<file path="config.mk">
export PLATFORM = sky130hd
export DESIGN_NAME = gated_velocity_frame_rotator_flat
export DESIGN_NICKNAME = d
export VERILOG_FILES = /design/src/rtl/gvfr_pkg.sv /design/src/rtl/gvfr_item_if.sv /design/src/rtl/gvfr_result_if.sv /design/src/rtl/gvfr_cfg_if.sv /design/src/rtl/gvfr_datapath.sv /design/src/rtl/gvfr_controller.sv /design/src/rtl/gated_velocity_frame_rotator.sv /design/src/flat_wrapper.sv
export SDC_FILE = /design/constraint.sdc
export NUM_CORES = 2
export LEC_CHECK = 0
export BUFFER_PORTS_ARGS = -buffer_cell sky130_fd_sc_hd__buf_2
export CORE_MARGIN = 2
export CORE_UTILIZATION = 37
export CTS_CLUSTER_DIAMETER = 80
export DETAILED_ROUTE_END_ITERATION = 12
export PLACE_DENSITY_LB_ADDON = 0.08
export SKIP_LAST_GASP = 1
export SYNTH_ARGS = -nofsm -noshare
export SYNTH_HDL_FRONTEND = slang
export SYNTH_SLANG_ARGS = --single-unit
</file>
<file path="constraint.sdc">
create_clock -name clk -period 17.5 [get_ports clk]
set_input_delay 0.875 -clock clk [delete_from_list [all_inputs] [get_ports clk]]
set_output_delay 0.875 -clock clk [all_outputs]
set_load 0.01 [all_outputs]
</file>
<file path="src/rtl/gvfr_pkg.sv">
`timescale 1ns / 1ps
// ----------------------------------------------------------------------------
// gvfr_pkg
// Shared constants, codes, the controller/datapath command and status structs
// and the arctangent table of the rotator.
// ----------------------------------------------------------------------------
package gvfr_pkg;

  // event codes
  localparam int MODE_W = 3;
  localparam logic [MODE_W-1:0] MODE_TICK    = 3'd0;
  localparam logic [MODE_W-1:0] MODE_COMMAND = 3'd1;
  localparam logic [MODE_W-1:0] MODE_STATUS  = 3'd2;
  localparam logic [MODE_W-1:0] MODE_STOP    = 3'd3;
  localparam logic [MODE_W-1:0] MODE_SPIN    = 3'd4;
  localparam logic [MODE_W-1:0] MODE_YAW     = 3'd5;
  localparam logic [MODE_W-1:0] MODE_PLAN    = 3'd6;
  localparam logic [MODE_W-1:0] MODE_SYNCED  = 3'd7;

  // drive status codes
  localparam int DRIVE_W = 2;
  localparam logic [DRIVE_W-1:0] DRIVE_HALTED = 2'd0;
  localparam logic [DRIVE_W-1:0] DRIVE_FOLLOW = 2'd1;
  localparam logic [DRIVE_W-1:0] DRIVE_SPIN   = 2'd2;

  // configuration port
  localparam int CFG_INDEX_W = 8;
  localparam int CFG_DATA_W  = 16;
  localparam logic [CFG_INDEX_W-1:0] CFG_COMMAND_TIMEOUT = 8'd0;
  localparam logic [CFG_INDEX_W-1:0] CFG_STATUS_TIMEOUT  = 8'd1;
  localparam logic [CFG_INDEX_W-1:0] CFG_PLANNER_TIMEOUT = 8'd2;
  localparam logic [CFG_INDEX_W-1:0] CFG_INITIAL_SPIN    = 8'd3;

  localparam logic [CFG_DATA_W-1:0] COMMAND_TIMEOUT_RST = 16'd300;
  localparam logic [CFG_DATA_W-1:0] STATUS_TIMEOUT_RST  = 16'd2000;
  localparam logic [CFG_DATA_W-1:0] PLANNER_TIMEOUT_RST = 16'd500;
  localparam logic [CFG_DATA_W-1:0] INITIAL_SPIN_RST    = 16'd0;

  // cordic: angles in 2^32 per turn, vectors in Q1.30
  localparam int CORDIC_STEPS = 30;
  localparam int ITER_W       = 5;
  localparam int ATAN_W       = 31;
  localparam int XY_W         = 34;
  localparam int Z_W          = 33;
  localparam int CS_W         = 32;
  localparam int FRAC         = 30;
  localparam int PHASE_W      = 3;
  localparam logic [XY_W-1:0] CORDIC_GAIN = 34'd652032874;

  // controller to datapath
  typedef struct packed {
    logic               accept;
    logic               eval;
    logic               cordic_step;
    logic [ITER_W-1:0]  iter;
    logic               quad;
    logic               mac_step;
    logic [PHASE_W-1:0] phase;
    logic               finish;
    logic               load_out;
  } dp_cmd_t;

  // datapath to controller
  typedef struct packed {
    logic is_publish;
    logic follow;
  } dp_sts_t;

  // arctangent of 2^-i, 2^32 per turn
  function automatic logic [ATAN_W-1:0] atan_lut(input logic [ITER_W-1:0] i);
    logic [ATAN_W-1:0] v;
    case (i)
      5'd0:  v = 31'd536870912;
      5'd1:  v = 31'd316933406;
      5'd2:  v = 31'd167458907;
      5'd3:  v = 31'd85004756;
      5'd4:  v = 31'd42667331;
      5'd5:  v = 31'd21354465;
      5'd6:  v = 31'd10679838;
      5'd7:  v = 31'd5340245;
      5'd8:  v = 31'd2670163;
      5'd9:  v = 31'd1335087;
      5'd10: v = 31'd667544;
      5'd11: v = 31'd333772;
      5'd12: v = 31'd166886;
      5'd13: v = 31'd83443;
      5'd14: v = 31'd41722;
      5'd15: v = 31'd20861;
      5'd16: v = 31'd10430;
      5'd17: v = 31'd5215;
      5'd18: v = 31'd2608;
      5'd19: v = 31'd1304;
      5'd20: v = 31'd652;
      5'd21: v = 31'd326;
      5'd22: v = 31'd163;
      5'd23: v = 31'd81;
      5'd24: v = 31'd41;
      5'd25: v = 31'd20;
      5'd26: v = 31'd10;
      5'd27: v = 31'd5;
      5'd28: v = 31'd3;
      5'd29: v = 31'd1;
      default: v = '0;
    endcase
    return v;
  endfunction

endpackage

</file>
<file path="src/rtl/gvfr_item_if.sv">
`timescale 1ns / 1ps
// ----------------------------------------------------------------------------
// gvfr_item_if
// Event channel: valid/ready handshake with one event word.
// ----------------------------------------------------------------------------
interface gvfr_item_if #(
  parameter int VEL_BITS   = 16,
  parameter int ANGLE_BITS = 16
);
  import gvfr_pkg::*;

  logic                         valid;
  logic                         ready;
  logic [MODE_W-1:0]            mode;
  logic signed [VEL_BITS-1:0]   vel_x;
  logic signed [VEL_BITS-1:0]   vel_y;
  logic signed [VEL_BITS-1:0]   turn_rate;
  logic [ANGLE_BITS-1:0]        yaw_angle;
  logic                         flag;

  modport source (output valid, mode, vel_x, vel_y, turn_rate, yaw_angle, flag,
                  input ready);
  modport sink   (input valid, mode, vel_x, vel_y, turn_rate, yaw_angle, flag,
                  output ready);
endinterface

</file>
<file path="src/rtl/gvfr_result_if.sv">
`timescale 1ns / 1ps
// ----------------------------------------------------------------------------
// gvfr_result_if
// Result channel: valid/ready handshake with one drive word.
// ----------------------------------------------------------------------------
interface gvfr_result_if #(
  parameter int VEL_BITS   = 16,
  parameter int ANGLE_BITS = 16
);
  import gvfr_pkg::*;

  logic                         valid;
  logic                         ready;
  logic signed [VEL_BITS-1:0]   out_vel_x;
  logic signed [VEL_BITS-1:0]   out_vel_y;
  logic signed [VEL_BITS-1:0]   out_turn_rate;
  logic [ANGLE_BITS-1:0]        frame_angle;
  logic [DRIVE_W-1:0]           drive_status;

  modport source (output valid, out_vel_x, out_vel_y, out_turn_rate, frame_angle,
                  drive_status, input ready);
  modport sink   (input valid, out_vel_x, out_vel_y, out_turn_rate, frame_angle,
                  drive_status, output ready);
endinterface

</file>
<file path="src/rtl/gvfr_cfg_if.sv">
`timescale 1ns / 1ps
// ----------------------------------------------------------------------------
// gvfr_cfg_if
// Configuration write channel: valid/ready with register index and data.
// ----------------------------------------------------------------------------
interface gvfr_cfg_if;
  import gvfr_pkg::*;

  logic                   valid;
  logic                   ready;
  logic [CFG_INDEX_W-1:0] index;
  logic [CFG_DATA_W-1:0]  data;

  modport source (output valid, index, data, input ready);
  modport sink   (input valid, index, data, output ready);
endinterface

</file>
<file path="src/rtl/gvfr_datapath.sv">
`timescale 1ns / 1ps
// ----------------------------------------------------------------------------
// gvfr_datapath
// Event state, gating decision, shared cordic stage, shared multiplier and
// result/output registers.
// ----------------------------------------------------------------------------
module gvfr_datapath #(
  parameter int AGE_BITS   = 16,
  parameter int VEL_BITS   = 16,
  parameter int ANGLE_BITS = 16
) (
  input  logic                              clk,
  input  logic                              rst,
  input  gvfr_pkg::dp_cmd_t                 cmd,
  output gvfr_pkg::dp_sts_t                 sts,
  input  logic [gvfr_pkg::MODE_W-1:0]       in_mode,
  input  logic signed [VEL_BITS-1:0]        in_vel_x,
  input  logic signed [VEL_BITS-1:0]        in_vel_y,
  input  logic signed [VEL_BITS-1:0]        in_turn_rate,
  input  logic [ANGLE_BITS-1:0]             in_yaw_angle,
  input  logic                              in_flag,
  input  logic                              cfg_we,
  input  logic [gvfr_pkg::CFG_INDEX_W-1:0]  cfg_index,
  input  logic [gvfr_pkg::CFG_DATA_W-1:0]   cfg_data,
  output logic signed [VEL_BITS-1:0]        out_vel_x,
  output logic signed [VEL_BITS-1:0]        out_vel_y,
  output logic signed [VEL_BITS-1:0]        out_turn_rate,
  output logic [ANGLE_BITS-1:0]             frame_angle,
  output logic [gvfr_pkg::DRIVE_W-1:0]      drive_status
);
  import gvfr_pkg::*;

  localparam int CMP_W  = (AGE_BITS > CFG_DATA_W) ? AGE_BITS : CFG_DATA_W;
  localparam int SUM_W  = ((VEL_BITS > CFG_DATA_W) ? VEL_BITS : CFG_DATA_W) + 1;
  localparam int PROD_W = VEL_BITS + CS_W;
  localparam int ACC_W  = PROD_W + 1;
  localparam int RND_W  = ACC_W - FRAC;
  localparam int ANG32_PAD = 32 - ANGLE_BITS;

  localparam logic signed [SUM_W-1:0] SUM_MAX =
    SUM_W'((64'sd1 <<< (VEL_BITS - 1)) - 64'sd1);
  localparam logic signed [SUM_W-1:0] SUM_MIN = -SUM_MAX - SUM_W'(1);
  localparam logic signed [RND_W-1:0] RND_MAX =
    RND_W'((64'sd1 <<< (VEL_BITS - 1)) - 64'sd1);
  localparam logic signed [RND_W-1:0] RND_MIN = -RND_MAX - RND_W'(1);
  localparam logic signed [ACC_W-1:0] RND_HALF = ACC_W'(64'sd1 <<< (FRAC - 1));
  localparam logic [AGE_BITS-1:0]     AGE_SAT  = '1;

  // configuration registers
  logic [CFG_DATA_W-1:0]        command_timeout;
  logic [CFG_DATA_W-1:0]        status_timeout;
  logic [CFG_DATA_W-1:0]        planner_timeout;
  logic signed [CFG_DATA_W-1:0] initial_spin;

  // event state
  logic [AGE_BITS-1:0]          command_age;
  logic [AGE_BITS-1:0]          status_age;
  logic [AGE_BITS-1:0]          planner_age;
  logic                         status_seen;
  logic                         run_enabled;
  logic                         stop_active;
  logic                         command_held;
  logic signed [VEL_BITS-1:0]   held_x;
  logic signed [VEL_BITS-1:0]   held_y;
  logic signed [VEL_BITS-1:0]   held_rate;
  logic                         spin_seen;
  logic signed [VEL_BITS-1:0]   spin_rate;
  logic [ANGLE_BITS-1:0]        body_yaw;

  // arithmetic registers
  logic signed [XY_W-1:0]       cx;
  logic signed [XY_W-1:0]       cy;
  logic signed [Z_W-1:0]        cz;
  logic [1:0]                   quadrant;
  logic signed [CS_W-1:0]       cos_v;
  logic signed [CS_W-1:0]       sin_v;
  logic signed [PROD_W-1:0]     prod;
  logic signed [ACC_W-1:0]      acc_x;
  logic signed [ACC_W-1:0]      acc_y;
  logic signed [VEL_BITS-1:0]   res_x;
  logic signed [VEL_BITS-1:0]   res_y;
  logic signed [VEL_BITS-1:0]   res_rate;
  logic [DRIVE_W-1:0]           res_status;

  // gating
  logic                         status_fresh;
  logic                         allowed;
  logic                         cmd_usable;
  logic                         follow;
  logic                         cmd_zero;
  logic                         planner_idle;

  assign status_fresh = status_seen &&
                        (CMP_W'(status_age) <= CMP_W'(status_timeout));
  assign allowed      = status_fresh && run_enabled && !stop_active;
  assign cmd_usable   = command_held &&
                        (CMP_W'(command_age) <= CMP_W'(command_timeout));
  assign follow       = allowed && cmd_usable;
  assign cmd_zero     = (in_vel_x == '0) && (in_vel_y == '0) && (in_turn_rate == '0);
  assign planner_idle = CMP_W'(planner_age) > CMP_W'(planner_timeout);

  assign sts.is_publish = (in_mode == MODE_TICK) && in_flag;
  assign sts.follow     = follow;

  // turn rate sum and saturation
  logic signed [SUM_W-1:0] spin_ext;
  logic signed [SUM_W-1:0] rate_sum;
  logic signed [VEL_BITS-1:0] rate_sat;

  always_comb begin
    spin_ext = spin_seen ? SUM_W'(spin_rate) : SUM_W'(initial_spin);
    rate_sum = follow ? (SUM_W'(held_rate) + spin_ext) : spin_ext;
    if (rate_sum > SUM_MAX) begin
      rate_sat = VEL_BITS'(SUM_MAX);
    end else if (rate_sum < SUM_MIN) begin
      rate_sat = VEL_BITS'(SUM_MIN);
    end else begin
      rate_sat = VEL_BITS'(rate_sum);
    end
  end

  // quadrant reduction of the stored yaw
  logic [31:0]            ang32;
  logic [31:0]            ang_round;
  logic [1:0]             quad0;
  logic [31:0]            ang_res;

  always_comb begin
    ang32     = {body_yaw, {ANG32_PAD{1'b0}}};
    ang_round = ang32 + 32'h2000_0000;
    quad0     = ang_round[31:30];
    ang_res   = ang32 - {quad0, 30'd0};
  end

  // one cordic micro-rotation
  logic signed [XY_W-1:0] dx;
  logic signed [XY_W-1:0] dy;
  logic signed [Z_W-1:0]  atan_step;

  always_comb begin
    dx        = cy >>> cmd.iter;
    dy        = cx >>> cmd.iter;
    atan_step = $signed({2'b00, atan_lut(cmd.iter)});
  end

  // quadrant correction
  logic signed [XY_W-1:0] cos_q;
  logic signed [XY_W-1:0] sin_q;

  always_comb begin
    case (quadrant)
      2'd0: begin
        cos_q = cx;
        sin_q = cy;
      end
      2'd1: begin
        cos_q = -cy;
        sin_q = cx;
      end
      2'd2: begin
        cos_q = -cx;
        sin_q = -cy;
      end
      default: begin
        cos_q = cy;
        sin_q = -cx;
      end
    endcase
  end

  // multiplier operand select: x*c, y*s, y*c, x*s
  logic signed [VEL_BITS-1:0] mul_a;
  logic signed [CS_W-1:0]     mul_b;

  always_comb begin
    mul_a = (cmd.phase == 3'd1 || cmd.phase == 3'd2) ? held_y : held_x;
    mul_b = (cmd.phase == 3'd1 || cmd.phase == 3'd3) ? sin_v : cos_v;
  end

  // rounding and saturation of the rotated pair
  logic signed [ACC_W-1:0] rnd_x_sum;
  logic signed [ACC_W-1:0] rnd_y_sum;
  logic signed [RND_W-1:0] rnd_x;
  logic signed [RND_W-1:0] rnd_y;
  logic signed [VEL_BITS-1:0] sat_x;
  logic signed [VEL_BITS-1:0] sat_y;

  always_comb begin
    rnd_x_sum = acc_x + RND_HALF;
    rnd_y_sum = acc_y + RND_HALF;
    rnd_x     = $signed(rnd_x_sum[ACC_W-1:FRAC]);
    rnd_y     = $signed(rnd_y_sum[ACC_W-1:FRAC]);
    if (rnd_x > RND_MAX) begin
      sat_x = VEL_BITS'(RND_MAX);
    end else if (rnd_x < RND_MIN) begin
      sat_x = VEL_BITS'(RND_MIN);
    end else begin
      sat_x = VEL_BITS'(rnd_x);
    end
    if (rnd_y > RND_MAX) begin
      sat_y = VEL_BITS'(RND_MAX);
    end else if (rnd_y < RND_MIN) begin
      sat_y = VEL_BITS'(RND_MIN);
    end else begin
      sat_y = VEL_BITS'(rnd_y);
    end
  end

  // configuration and event state
  always_ff @(posedge clk) begin
    if (rst) begin
      command_timeout <= COMMAND_TIMEOUT_RST;
      status_timeout  <= STATUS_TIMEOUT_RST;
      planner_timeout <= PLANNER_TIMEOUT_RST;
      initial_spin    <= INITIAL_SPIN_RST;
      command_age     <= AGE_SAT;
      status_age      <= AGE_SAT;
      planner_age     <= AGE_SAT;
      status_seen     <= 1'b0;
      run_enabled     <= 1'b0;
      stop_active     <= 1'b0;
      command_held    <= 1'b0;
      held_x          <= '0;
      held_y          <= '0;
      held_rate       <= '0;
      spin_seen       <= 1'b0;
      spin_rate       <= '0;
      body_yaw        <= '0;
    end else begin
      if (cfg_we) begin
        case (cfg_index)
          CFG_COMMAND_TIMEOUT: command_timeout <= cfg_data;
          CFG_STATUS_TIMEOUT:  status_timeout  <= cfg_data;
          CFG_PLANNER_TIMEOUT: planner_timeout <= cfg_data;
          CFG_INITIAL_SPIN:    initial_spin    <= $signed(cfg_data);
          default: ;
        endcase
      end
      if (cmd.accept) begin
        case (in_mode)
          MODE_TICK: begin
            if (command_age != AGE_SAT) command_age <= command_age + AGE_BITS'(1);
            if (status_age != AGE_SAT)  status_age  <= status_age + AGE_BITS'(1);
            if (planner_age != AGE_SAT) planner_age <= planner_age + AGE_BITS'(1);
          end
          MODE_COMMAND: begin
            if (cmd_zero || !allowed) begin
              command_held <= 1'b0;
              held_x       <= '0;
              held_y       <= '0;
              held_rate    <= '0;
            end else begin
              command_held <= 1'b1;
              held_x       <= in_vel_x;
              held_y       <= in_vel_y;
              held_rate    <= in_turn_rate;
              command_age  <= '0;
            end
          end
          MODE_STATUS: begin
            status_seen <= 1'b1;
            status_age  <= '0;
            run_enabled <= in_flag;
            if (!in_flag) begin
              command_held <= 1'b0;
              held_x       <= '0;
              held_y       <= '0;
              held_rate    <= '0;
            end
          end
          MODE_STOP: begin
            stop_active <= in_flag;
            if (in_flag) begin
              command_held <= 1'b0;
              held_x       <= '0;
              held_y       <= '0;
              held_rate    <= '0;
            end
          end
          MODE_SPIN: begin
            spin_seen <= 1'b1;
            spin_rate <= in_turn_rate;
          end
          MODE_YAW: begin
            if (planner_idle) body_yaw <= in_yaw_angle;
          end
          MODE_PLAN: begin
            planner_age <= '0;
          end
          MODE_SYNCED: begin
            body_yaw <= in_yaw_angle;
          end
          default: ;
        endcase
      end
      // publish without a usable command drops what is held
      if (cmd.eval && !follow) begin
        command_held <= 1'b0;
        held_x       <= '0;
        held_y       <= '0;
        held_rate    <= '0;
      end
    end
  end

  // rotation and result registers
  always_ff @(posedge clk) begin
    if (cmd.eval) begin
      cx         <= $signed(CORDIC_GAIN);
      cy         <= '0;
      cz         <= $signed({ang_res[31], ang_res});
      quadrant   <= quad0;
      res_x      <= '0;
      res_y      <= '0;
      res_rate   <= allowed ? rate_sat : '0;
      res_status <= follow ? DRIVE_FOLLOW : (allowed ? DRIVE_SPIN : DRIVE_HALTED);
    end
    if (cmd.cordic_step) begin
      if (!cz[Z_W-1]) begin
        cx <= cx - dx;
        cy <= cy + dy;
        cz <= cz - atan_step;
      end else begin
        cx <= cx + dx;
        cy <= cy - dy;
        cz <= cz + atan_step;
      end
    end
    if (cmd.quad) begin
      cos_v <= CS_W'(cos_q);
      sin_v <= CS_W'(sin_q);
    end
    if (cmd.mac_step) begin
      if (cmd.phase != 3'd4) prod <= mul_a * mul_b;
      case (cmd.phase)
        3'd1: acc_x <= ACC_W'(prod);
        3'd2: acc_x <= acc_x + ACC_W'(prod);
        3'd3: acc_y <= ACC_W'(prod);
        3'd4: acc_y <= acc_y - ACC_W'(prod);
        default: ;
      endcase
    end
    if (cmd.finish) begin
      res_x <= sat_x;
      res_y <= sat_y;
    end
    if (cmd.load_out) begin
      out_vel_x     <= res_x;
      out_vel_y     <= res_y;
      out_turn_rate <= res_rate;
      frame_angle   <= ANGLE_BITS'(0) - body_yaw;
      drive_status  <= res_status;
    end
  end

endmodule

</file>
<file path="src/rtl/gvfr_controller.sv">
`timescale 1ns / 1ps
// ----------------------------------------------------------------------------
// gvfr_controller
// Sequencer for event intake, publish evaluation, cordic iterations,
// multiply-accumulate phases and the output register handshake.
// ----------------------------------------------------------------------------
module gvfr_controller (
  input  logic              clk,
  input  logic              rst,
  input  logic              in_valid,
  output logic              in_ready,
  output logic              out_valid,
  input  logic              out_ready,
  input  gvfr_pkg::dp_sts_t sts,
  output gvfr_pkg::dp_cmd_t cmd
);
  import gvfr_pkg::*;

  localparam int STATE_W = 3;
  localparam logic [STATE_W-1:0] S_IDLE = 3'd0;
  localparam logic [STATE_W-1:0] S_EVAL = 3'd1;
  localparam logic [STATE_W-1:0] S_ROT  = 3'd2;
  localparam logic [STATE_W-1:0] S_QUAD = 3'd3;
  localparam logic [STATE_W-1:0] S_MAC  = 3'd4;
  localparam logic [STATE_W-1:0] S_FIN  = 3'd5;
  localparam logic [STATE_W-1:0] S_OUT  = 3'd6;

  localparam logic [ITER_W-1:0]  ITER_LAST = ITER_W'(CORDIC_STEPS - 1);
  localparam logic [PHASE_W-1:0] MAC_LAST  = 3'd4;

  logic [STATE_W-1:0] state;
  logic [STATE_W-1:0] state_next;
  logic [ITER_W-1:0]  iter;
  logic [ITER_W-1:0]  iter_next;
  logic [PHASE_W-1:0] phase;
  logic [PHASE_W-1:0] phase_next;
  logic               out_valid_next;
  logic               out_free;

  assign in_ready = (state == S_IDLE);
  assign out_free = !out_valid || out_ready;

  // next state and commands
  always_comb begin
    state_next = state;
    iter_next  = iter;
    phase_next = phase;
    cmd        = '0;
    cmd.iter   = iter;
    cmd.phase  = phase;
    case (state)
      S_IDLE: begin
        if (in_valid) begin
          cmd.accept = 1'b1;
          if (sts.is_publish) state_next = S_EVAL;
        end
      end
      S_EVAL: begin
        cmd.eval  = 1'b1;
        iter_next = '0;
        state_next = sts.follow ? S_ROT : S_OUT;
      end
      S_ROT: begin
        cmd.cordic_step = 1'b1;
        if (iter == ITER_LAST) begin
          state_next = S_QUAD;
        end else begin
          iter_next = iter + ITER_W'(1);
        end
      end
      S_QUAD: begin
        cmd.quad   = 1'b1;
        phase_next = '0;
        state_next = S_MAC;
      end
      S_MAC: begin
        cmd.mac_step = 1'b1;
        if (phase == MAC_LAST) begin
          state_next = S_FIN;
        end else begin
          phase_next = phase + PHASE_W'(1);
        end
      end
      S_FIN: begin
        cmd.finish = 1'b1;
        state_next = S_OUT;
      end
      S_OUT: begin
        if (out_free) begin
          cmd.load_out = 1'b1;
          state_next   = S_IDLE;
        end
      end
      default: begin
        state_next = S_IDLE;
      end
    endcase
  end

  // output word valid
  always_comb begin
    if (cmd.load_out) begin
      out_valid_next = 1'b1;
    end else if (out_ready) begin
      out_valid_next = 1'b0;
    end else begin
      out_valid_next = out_valid;
    end
  end

  always_ff @(posedge clk) begin
    if (rst) begin
      state     <= S_IDLE;
      iter      <= '0;
      phase     <= '0;
      out_valid <= 1'b0;
    end else begin
      state     <= state_next;
      iter      <= iter_next;
      phase     <= phase_next;
      out_valid <= out_valid_next;
    end
  end

endmodule

</file>
<file path="src/rtl/gated_velocity_frame_rotator.sv">
`timescale 1ns / 1ps
// ----------------------------------------------------------------------------
// gated_velocity_frame_rotator
// Gated velocity command rotator: keeps tick ages, a held command and enable
// flags, and on a publish tick emits the yaw-rotated command plus spin.
// ----------------------------------------------------------------------------
// Every event other than a publish tick is taken back to back, one per cycle.
// A publish tick that ends halted or spin-only stalls the input while the
// block evaluates and then loads the output register. One that follows the
// held command stalls the input longer: it also runs the 30-step cordic (one
// shift-add micro-rotation per cycle), a quadrant correction step, the
// multiply-accumulate phases on the single VEL_BITS by 32-bit multiplier used
// four times for the rotation, and a rounding step. The result sits in an
// output register, so events keep flowing while it waits to be taken; only
// the next publish waits, in its output-load state, for the slot to free.
// Configuration writes are always ready and take effect the next cycle.
module gated_velocity_frame_rotator #(
  parameter int AGE_BITS   = 16,
  parameter int VEL_BITS   = 16,
  parameter int ANGLE_BITS = 16
) (
  input  logic             clk,
  input  logic             rst,
  gvfr_item_if.sink        item,
  gvfr_result_if.source    result,
  gvfr_cfg_if.sink         cfg
);
  import gvfr_pkg::*;

  dp_cmd_t cmd;
  dp_sts_t sts;
  logic    cfg_we;

  // configuration writes are never stalled
  assign cfg.ready = 1'b1;
  assign cfg_we    = cfg.valid;

  gvfr_controller u_ctrl (
    .clk       (clk),
    .rst       (rst),
    .in_valid  (item.valid),
    .in_ready  (item.ready),
    .out_valid (result.valid),
    .out_ready (result.ready),
    .sts       (sts),
    .cmd       (cmd)
  );

  gvfr_datapath #(
    .AGE_BITS   (AGE_BITS),
    .VEL_BITS   (VEL_BITS),
    .ANGLE_BITS (ANGLE_BITS)
  ) u_dp (
    .clk           (clk),
    .rst           (rst),
    .cmd           (cmd),
    .sts           (sts),
    .in_mode       (item.mode),
    .in_vel_x      (item.vel_x),
    .in_vel_y      (item.vel_y),
    .in_turn_rate  (item.turn_rate),
    .in_yaw_angle  (item.yaw_angle),
    .in_flag       (item.flag),
    .cfg_we        (cfg_we),
    .cfg_index     (cfg.index),
    .cfg_data      (cfg.data),
    .out_vel_x     (result.out_vel_x),
    .out_vel_y     (result.out_vel_y),
    .out_turn_rate (result.out_turn_rate),
    .frame_angle   (result.frame_angle),
    .drive_status  (result.drive_status)
  );

endmodule

</file>
<file path="src/flat_wrapper.sv">
// flat-port wrapper written by rule: the top's interface ports become plain ports
module gated_velocity_frame_rotator_flat import gvfr_pkg::*;
#(
  parameter int AGE_BITS   = 16,
  parameter int VEL_BITS   = 16,
  parameter int ANGLE_BITS = 16
)
  (clk, rst, item_valid, item_mode, item_vel_x, item_vel_y, item_turn_rate, item_yaw_angle, item_flag, item_ready, result_valid, result_out_vel_x, result_out_vel_y, result_out_turn_rate, result_frame_angle, result_drive_status, result_ready, cfg_valid, cfg_index, cfg_data, cfg_ready);
  gvfr_item_if #(.VEL_BITS(VEL_BITS), .ANGLE_BITS(ANGLE_BITS)) item_i ();
  gvfr_result_if #(.VEL_BITS(VEL_BITS), .ANGLE_BITS(ANGLE_BITS)) result_i ();
  gvfr_cfg_if cfg_i ();
  input  logic clk;
  input  logic rst;
  input wire logic [$bits(item_i.valid)-1:0] item_valid;
  input wire logic [$bits(item_i.mode)-1:0] item_mode;
  input wire logic [$bits(item_i.vel_x)-1:0] item_vel_x;
  input wire logic [$bits(item_i.vel_y)-1:0] item_vel_y;
  input wire logic [$bits(item_i.turn_rate)-1:0] item_turn_rate;
  input wire logic [$bits(item_i.yaw_angle)-1:0] item_yaw_angle;
  input wire logic [$bits(item_i.flag)-1:0] item_flag;
  output wire logic [$bits(item_i.ready)-1:0] item_ready;
  output wire logic [$bits(result_i.valid)-1:0] result_valid;
  output wire logic [$bits(result_i.out_vel_x)-1:0] result_out_vel_x;
  output wire logic [$bits(result_i.out_vel_y)-1:0] result_out_vel_y;
  output wire logic [$bits(result_i.out_turn_rate)-1:0] result_out_turn_rate;
  output wire logic [$bits(result_i.frame_angle)-1:0] result_frame_angle;
  output wire logic [$bits(result_i.drive_status)-1:0] result_drive_status;
  input wire logic [$bits(result_i.ready)-1:0] result_ready;
  input wire logic [$bits(cfg_i.valid)-1:0] cfg_valid;
  input wire logic [$bits(cfg_i.index)-1:0] cfg_index;
  input wire logic [$bits(cfg_i.data)-1:0] cfg_data;
  output wire logic [$bits(cfg_i.ready)-1:0] cfg_ready;
  assign item_i.valid = item_valid;
  assign item_i.mode = item_mode;
  assign item_i.vel_x = item_vel_x;
  assign item_i.vel_y = item_vel_y;
  assign item_i.turn_rate = item_turn_rate;
  assign item_i.yaw_angle = item_yaw_angle;
  assign item_i.flag = item_flag;
  assign item_ready = item_i.ready;
  assign result_valid = result_i.valid;
  assign result_out_vel_x = result_i.out_vel_x;
  assign result_out_vel_y = result_i.out_vel_y;
  assign result_out_turn_rate = result_i.out_turn_rate;
  assign result_frame_angle = result_i.frame_angle;
  assign result_drive_status = result_i.drive_status;
  assign result_i.ready = result_ready;
  assign cfg_i.valid = cfg_valid;
  assign cfg_i.index = cfg_index;
  assign cfg_i.data = cfg_data;
  assign cfg_ready = cfg_i.ready;
  gated_velocity_frame_rotator #(.AGE_BITS(AGE_BITS), .VEL_BITS(VEL_BITS), .ANGLE_BITS(ANGLE_BITS)) u_core (.clk(clk), .rst(rst), .item(item_i), .result(result_i), .cfg(cfg_i));
endmodule
</file>
-- After elaboration in Yosys (flattened, before gate mapping)
Memories as Yosys holds them, arrays and structs flattened. A register that Yosys moved wholly into a read port is not among the register bits.
Index checks and enable logic that the tools add are counted.
- flip-flop bits (word level): 638
- input bits: 97
- output and inout port bits: 69
- memories: 1
- word-level logic and storage cells: 244
- ROM bits: 960
- memories (name ; words ; bits a word ; rd ports ; clocked after memory_dff ; wr ports ; line ; source):
    (name not given) ; 32 ; 30 ; 1 ; 1 ; 0 ; gvfr_pkg.sv:72 ; case (i)
- multipliers: 1
- add/sub/neg operators: 21
- bitwise operators: 1
- reduce and logical (&&, ||, !) cells: 56
- shift-type cells: 2
- equal/unequal tests: 41
- magnitude comparators: 9
- mux-type cells: 72
- operator list (operator ; count):
    $mux 16 ; 19
    $mux 34 ; 6
    $pmux 49 s2 ; 2
    $pmux 32 s3 ; 2
    $pmux 16 s3 ; 3
    $pmux 16 s2 ; 4
    $mux 33 ; 3
    $add 49x31->49 const B ; 2
    $add 34x34->34 ; 2
    $sshr 34x5->34 ; 2
    $sub 34x34->34 ; 2
    $neg 32->32 ; 2
    $add 49x48->49 ; 1
    $sub 49x48->49 ; 1
    $add 16x1->16 const B ; 3
    $logic_not 16->1 ; 3
    $mul 16x32->48 ; 1
    $ne 16x16->1 const B ; 3
    $gt 19x16->1 const B ; 2
    $lt 19x16->1 const B ; 2
    $mux 17 ; 2
    $add 33x32->33 ; 1
    $sub 33x32->33 ; 1
    $add 32x30->32 const B ; 1
    44 further kinds ; 133

-- Longest topological paths before layout
- depth in word-level cells: 9
- mapped depth: 32
- depth with buffers taken out: 29

-- Modules after synthesis
Synthesis repeated with hierarchy kept, for this count alone.
- cell total of the unflattened synthesis: 7091
- area, all modules: 63816.2 um^2
- by module, submodules not included (module ; area an instance (um^2) ; seq. area each (um^2) ; times used ; cells an instance):
    gvfr_datapath ; 63100.5 ; 16826.1 ; 1 ; 7002
    gvfr_controller ; 704.4 ; 240.2 ; 1 ; 87
    gated_velocity_frame_rotator ; 11.3 ; 0.0 ; 1 ; 2

-- Worst setup path after synthesis
OpenSTA, ideal clock, no wires.
- path type: reg2reg
- start point: register u_core.u_ctrl.phase[0]
- end point: register u_core.u_dp.prod[41] (data pin)
- arrival: 8.105 ns
- required time: 17.236 ns
- slack: 9.132 ns
- setup time: 0.264 ns
- path buffers: 4
- clock period less this slack: 8.368 ns
- stages on the path, launching flop included: 32
- path through: dfxtp_1 > ha_1 > ha_1 > a21oi_1 > clkbuf_1 > buf_1 > buf_1 > mux2i_1 > nor2_1 > fa_1 > inv_1 > fa_1 > fa_1 > inv_1 > fa_1 > fa_1 > inv_1 > fa_1 > inv_1 > ha_1 > clkbuf_1 > a21o_1 > a21oi_1 > o21bai_1 > a211oi_1 > o21a_1 > o21ai_0 > or3_1 > a31o_2 > a21oi_1 > nand4b_1 > nand3_1
- longest elaborated chain between the ends: 4
- elaborated cells between the ends (all ways): 8
- classes of those cells: mul (1); eq/ne (3); mux (2); reduce/logical (2)
- ends and longest elaborated chain (what ; line ; source):
    start, declared ; gvfr_controller.sv:35 ; logic [PHASE_W-1:0] phase;
    start signal, assigned ; gvfr_controller.sv:120 ; phase <= phase_next;
    $eq 3x1->1, or another cell as far along ; gvfr_datapath.sv:176, gvfr_datapath.sv:177 ;
    $logic_or 1x1->1 (on tied branches) ; gvfr_datapath.sv:176, gvfr_datapath.sv:177 ;
    $mux 16 / $mux 32 (equally long branches) ; gvfr_datapath.sv:176, gvfr_datapath.sv:177 ;
    $mul 16x32->48 * ; gvfr_datapath.sv:334 ; if (cmd.phase != 3'd4) prod <= mul_a * mul_b;
    end signal, assigned ; gvfr_datapath.sv:334 ;
    end, declared ; gvfr_datapath.sv:77 ; logic signed [PROD_W-1:0] prod;
Mark *: on every way between the ends. The rest lies on a longest branch, timed or not.
A chain may end at the register's enable or synchronous reset.

-- Worst setup path in the final report
- start point: register u_core.u_ctrl.phase[0]
- end point: register u_core.u_dp.prod[45] (data pin)
Same word-level chain as after synthesis.

==> reports/qor.yml <==
cts:
  hold_buffers: 0
  post_cts_buffers: 0
  cts.clk_slew.worst_paths_ns: 0.06
  cts_resized: 0
  cts_tree: "built"
  cts_max_level: 3
  cts_buffers: 87
  clockRootBuffer: "clkbuf_16"
  clock-sinks: 668
  clkLatencyLatePin_ns: 0.73
  cts_buffer_depth: 3
run_status:
  status: "finished clean"
drt:
  wl_mm: 196
  drt_iter0_markers: 3197
  drc: 0
  avgViaCountPerCell: 5.35
  dr.pass1.iters: 6
  wire_per_inst_um: 20.6
  vias: 50997
  ant_nets: 0
worst_setup_path:
  cpMostUsedCell: "fa_1"
  cp-start-kind: "flop"
  worst_path_max_delay_cell: "nor4b_1"
  slowest_delay_ns: 0.81
  critical_path_class: "flop to flop"
  worstPathRequired_ns: 17.95
  worst_setup_path_end_kind: "flop"
  cp_max_fo: 29
  cp.arrival_ns: 10.00
  reg2reg_slack_ns: 7.95
layout:
  nNetsFinal: 8102
  syn2layout_area_growth_pct: 8.93
  layout_commonest_cell: "nand2_1"
  layout_common_cells: "nand2_1, inv_1, nor2_1"
  n_antenna_cell: 0
  drive_gt1_share_pct: 9.59
  finalInstanceArea_um2: 71200
synth:
  syn_area_um2: 65400
  synth_top_area_share_pct: 19.7
  ys_seq_area_share_pct: 27.0
  ys.flop_type: "edfxtp_1"
  synth_fa_ha_area_share_pct: 22.7
  synthesis.nets: 8128
  synth_xor_area_share_pct: 6.08
  synth_edf_count: 429
  synth_area_leaders: "edfxtp_1, fa_1, ha_1, dfxtp_1, nand2_1"
  ys_ff_latch: 668
  synth_top_family_by_area: "adder cells"
  yosysWarnings: 0
  synthArstFlopShare_pct: 0
  synth-simple-area-share_pct: 15.1
  synth_area_per_cell_um2: 9.16
  yosysTopAreaCell: "edfxtp_1"
  yosysUniqueCellTypes: 116
  synth_compound_area_share_pct: 14.0
  postSynthCellCount: 7139
  synthMuxAreaShare_pct: 8.28
timing:
  slew_viol_final: 0
  slew_headroom_pct: 13.2
  worstMarginPinSlew_ns: 1.30
  fmax_ghz: 0.105
  fin_hold_ws_ns: 0.381
  rsz0062_at_grt: "no"
  setup_viol: 0
  finalClockSkew_ns: 0.0474
  hold_viol: 0
  post-route-period-util_pct: 54.6
  period_minus_slack_ns: 9.55
  setup-tns-final_ns: 0
  setup_ws_ns: 7.95
global_route:
  grt_pass1_vias: 51376
  grt_start_max_net_pins: 92
  grt_first_pass_wirelength_mm: 305
  grt_antenna_before_repair: 3
  track_usage_pct: 21.6
  overflow: 0
placed_design:
  place_area_um2: 68300
  place_ws_ns: 7.93
  gp_congestion: 0.904
  dpl.hpwl_mm: 153
  io_buffers: 164
power_and_ir_drop:
  p_per_area_nw_per_um2: 128
  ir_worst_vdd_mv: 0.144
  total_power_mw: 9.11
  p_leak_nw: 30.5
job:
  maxCapViolations: 0
floorplan:
  start_util_pct: 37.2
  core-area_um2: 176000
  die_y_um: 424
  die-area_um2: 180000
  core.rowCount: 154
  num_io_pins: 166
  die_w_um: 424
hold_path:
  worstHoldPathType: "primary input to flop"
## where the power goes
group	total, mW	internal (mW)	leakage [nW]	switching, mW
clock network	1.82	1.06	1.42	0.768
registers	2.43	2.04	5.85	0.383
logic	4.86	2.03	23.2	2.83
total	9.11	5.13	30.5	3.98
## critical path: cells and delay by family (launching register included)
family | cells | cell delay (ns)
adders and majority gates | 8 | 3.76
AOI/OAI and AO/OA | 10 | 2.00
buffers and inverters | 5 | 1.40
and+or+nand+nor | 2 | 1.24
muxes | 1 | 0.42
DFF | 1 | 0.37
xor gates and xnor gates | 1 | 0.08
## final cells by class
class | instances | area [um2]
clock buffers | 110 | 2350
clock inverters | 50 | 574
fillers | 17622 | 105000
inverters | 788 | 2960
multi-input cells | 5337 | 43400
flip-flops and latches | 668 | 17700
well taps | 2340 | 2930
repair buffers | 231 | 1330
## flip-flops by register name (all words and copies together) (netlist names), 30 cells and up
signal / flops
u_core.u_dp.prod: 48
u_core.u_dp.cz: 33
u_core.u_dp.acc_y: 49
u_core.u_dp.atan_step: 30
u_core.u_dp.acc_x: 49
u_core.u_dp.cx: 34
u_core.u_dp.cy: 34
u_core.u_dp.cos_v: 32
u_core.u_dp.sin_v: 32
## path summary, 6_finish.rpt
check                          from                  endpoint  cells after the start
max          u_core.u_ctrl.phase[0]      u_core.u_dp.prod[45]                     27
min               item_yaw_angle[1]   u_core.u_dp.body_yaw[1]                      3
max reg2reg  u_core.u_ctrl.phase[0]      u_core.u_dp.prod[45]                     27
min reg2reg    u_core.u_dp.res_y[9]  u_core.u_dp.out_vel_y[9]                      0
## logic make-up (layout without fill, tap and decap cells)
| family | Yosys count | in the layout |
|---|---|---|
| AOI/OAI and AO/OA | 1443 | 1443 |
| and+or+nand+nor | 2160 | 2160 |
| adders and majority gates | 892 | 892 |
| muxes | 387 | 387 |
| DFF | 668 | 668 |
| other | 1 | 1 |
| xor gates and xnor gates | 454 | 454 |
| buffers and inverters | 1134 | 1179 |
## cell usage after synthesis, types with 149 or more instances
cell type  count
nand2_1      789
inv_1        783
nor2_1       707
fa_1         492
edfxtp_1     429
ha_1         400
a21oi_1      391
o21ai_0      369
clkbuf_1     271
xnor2_1      259
dfxtp_1      239
xor2_1       195
mux2i_1      171
a21o_1       149
## layer usage
| layer | vias to the layer above | track usage (%) | wire length (um) | share of wire [%] |
|---|---|---|---|---|
| met5 | - | 0 | 0 | 0 |
| met4 | 0 | 6.31 | 5770 | 2.9 |
| met3 | 251 | 2.58 | 7680 | 3.9 |
| met2 | 1082 | 36.7 | 93800 | 48 |
| met1 | 25157 | 28.9 | 89100 | 45 |
| li1 | 24507 | - | - | - |
## through the flow
stage,instances,util [%]
6_report,9524,40.5
5_1_grt,9524,40.5
4_1_cts,9524,40.5
3_5_place_dp,9364,38.8
3_3_place_gp,9364,38.8
2_1_floorplan,7139,-
No activity file was read; power rests on OpenSTA's default activity.
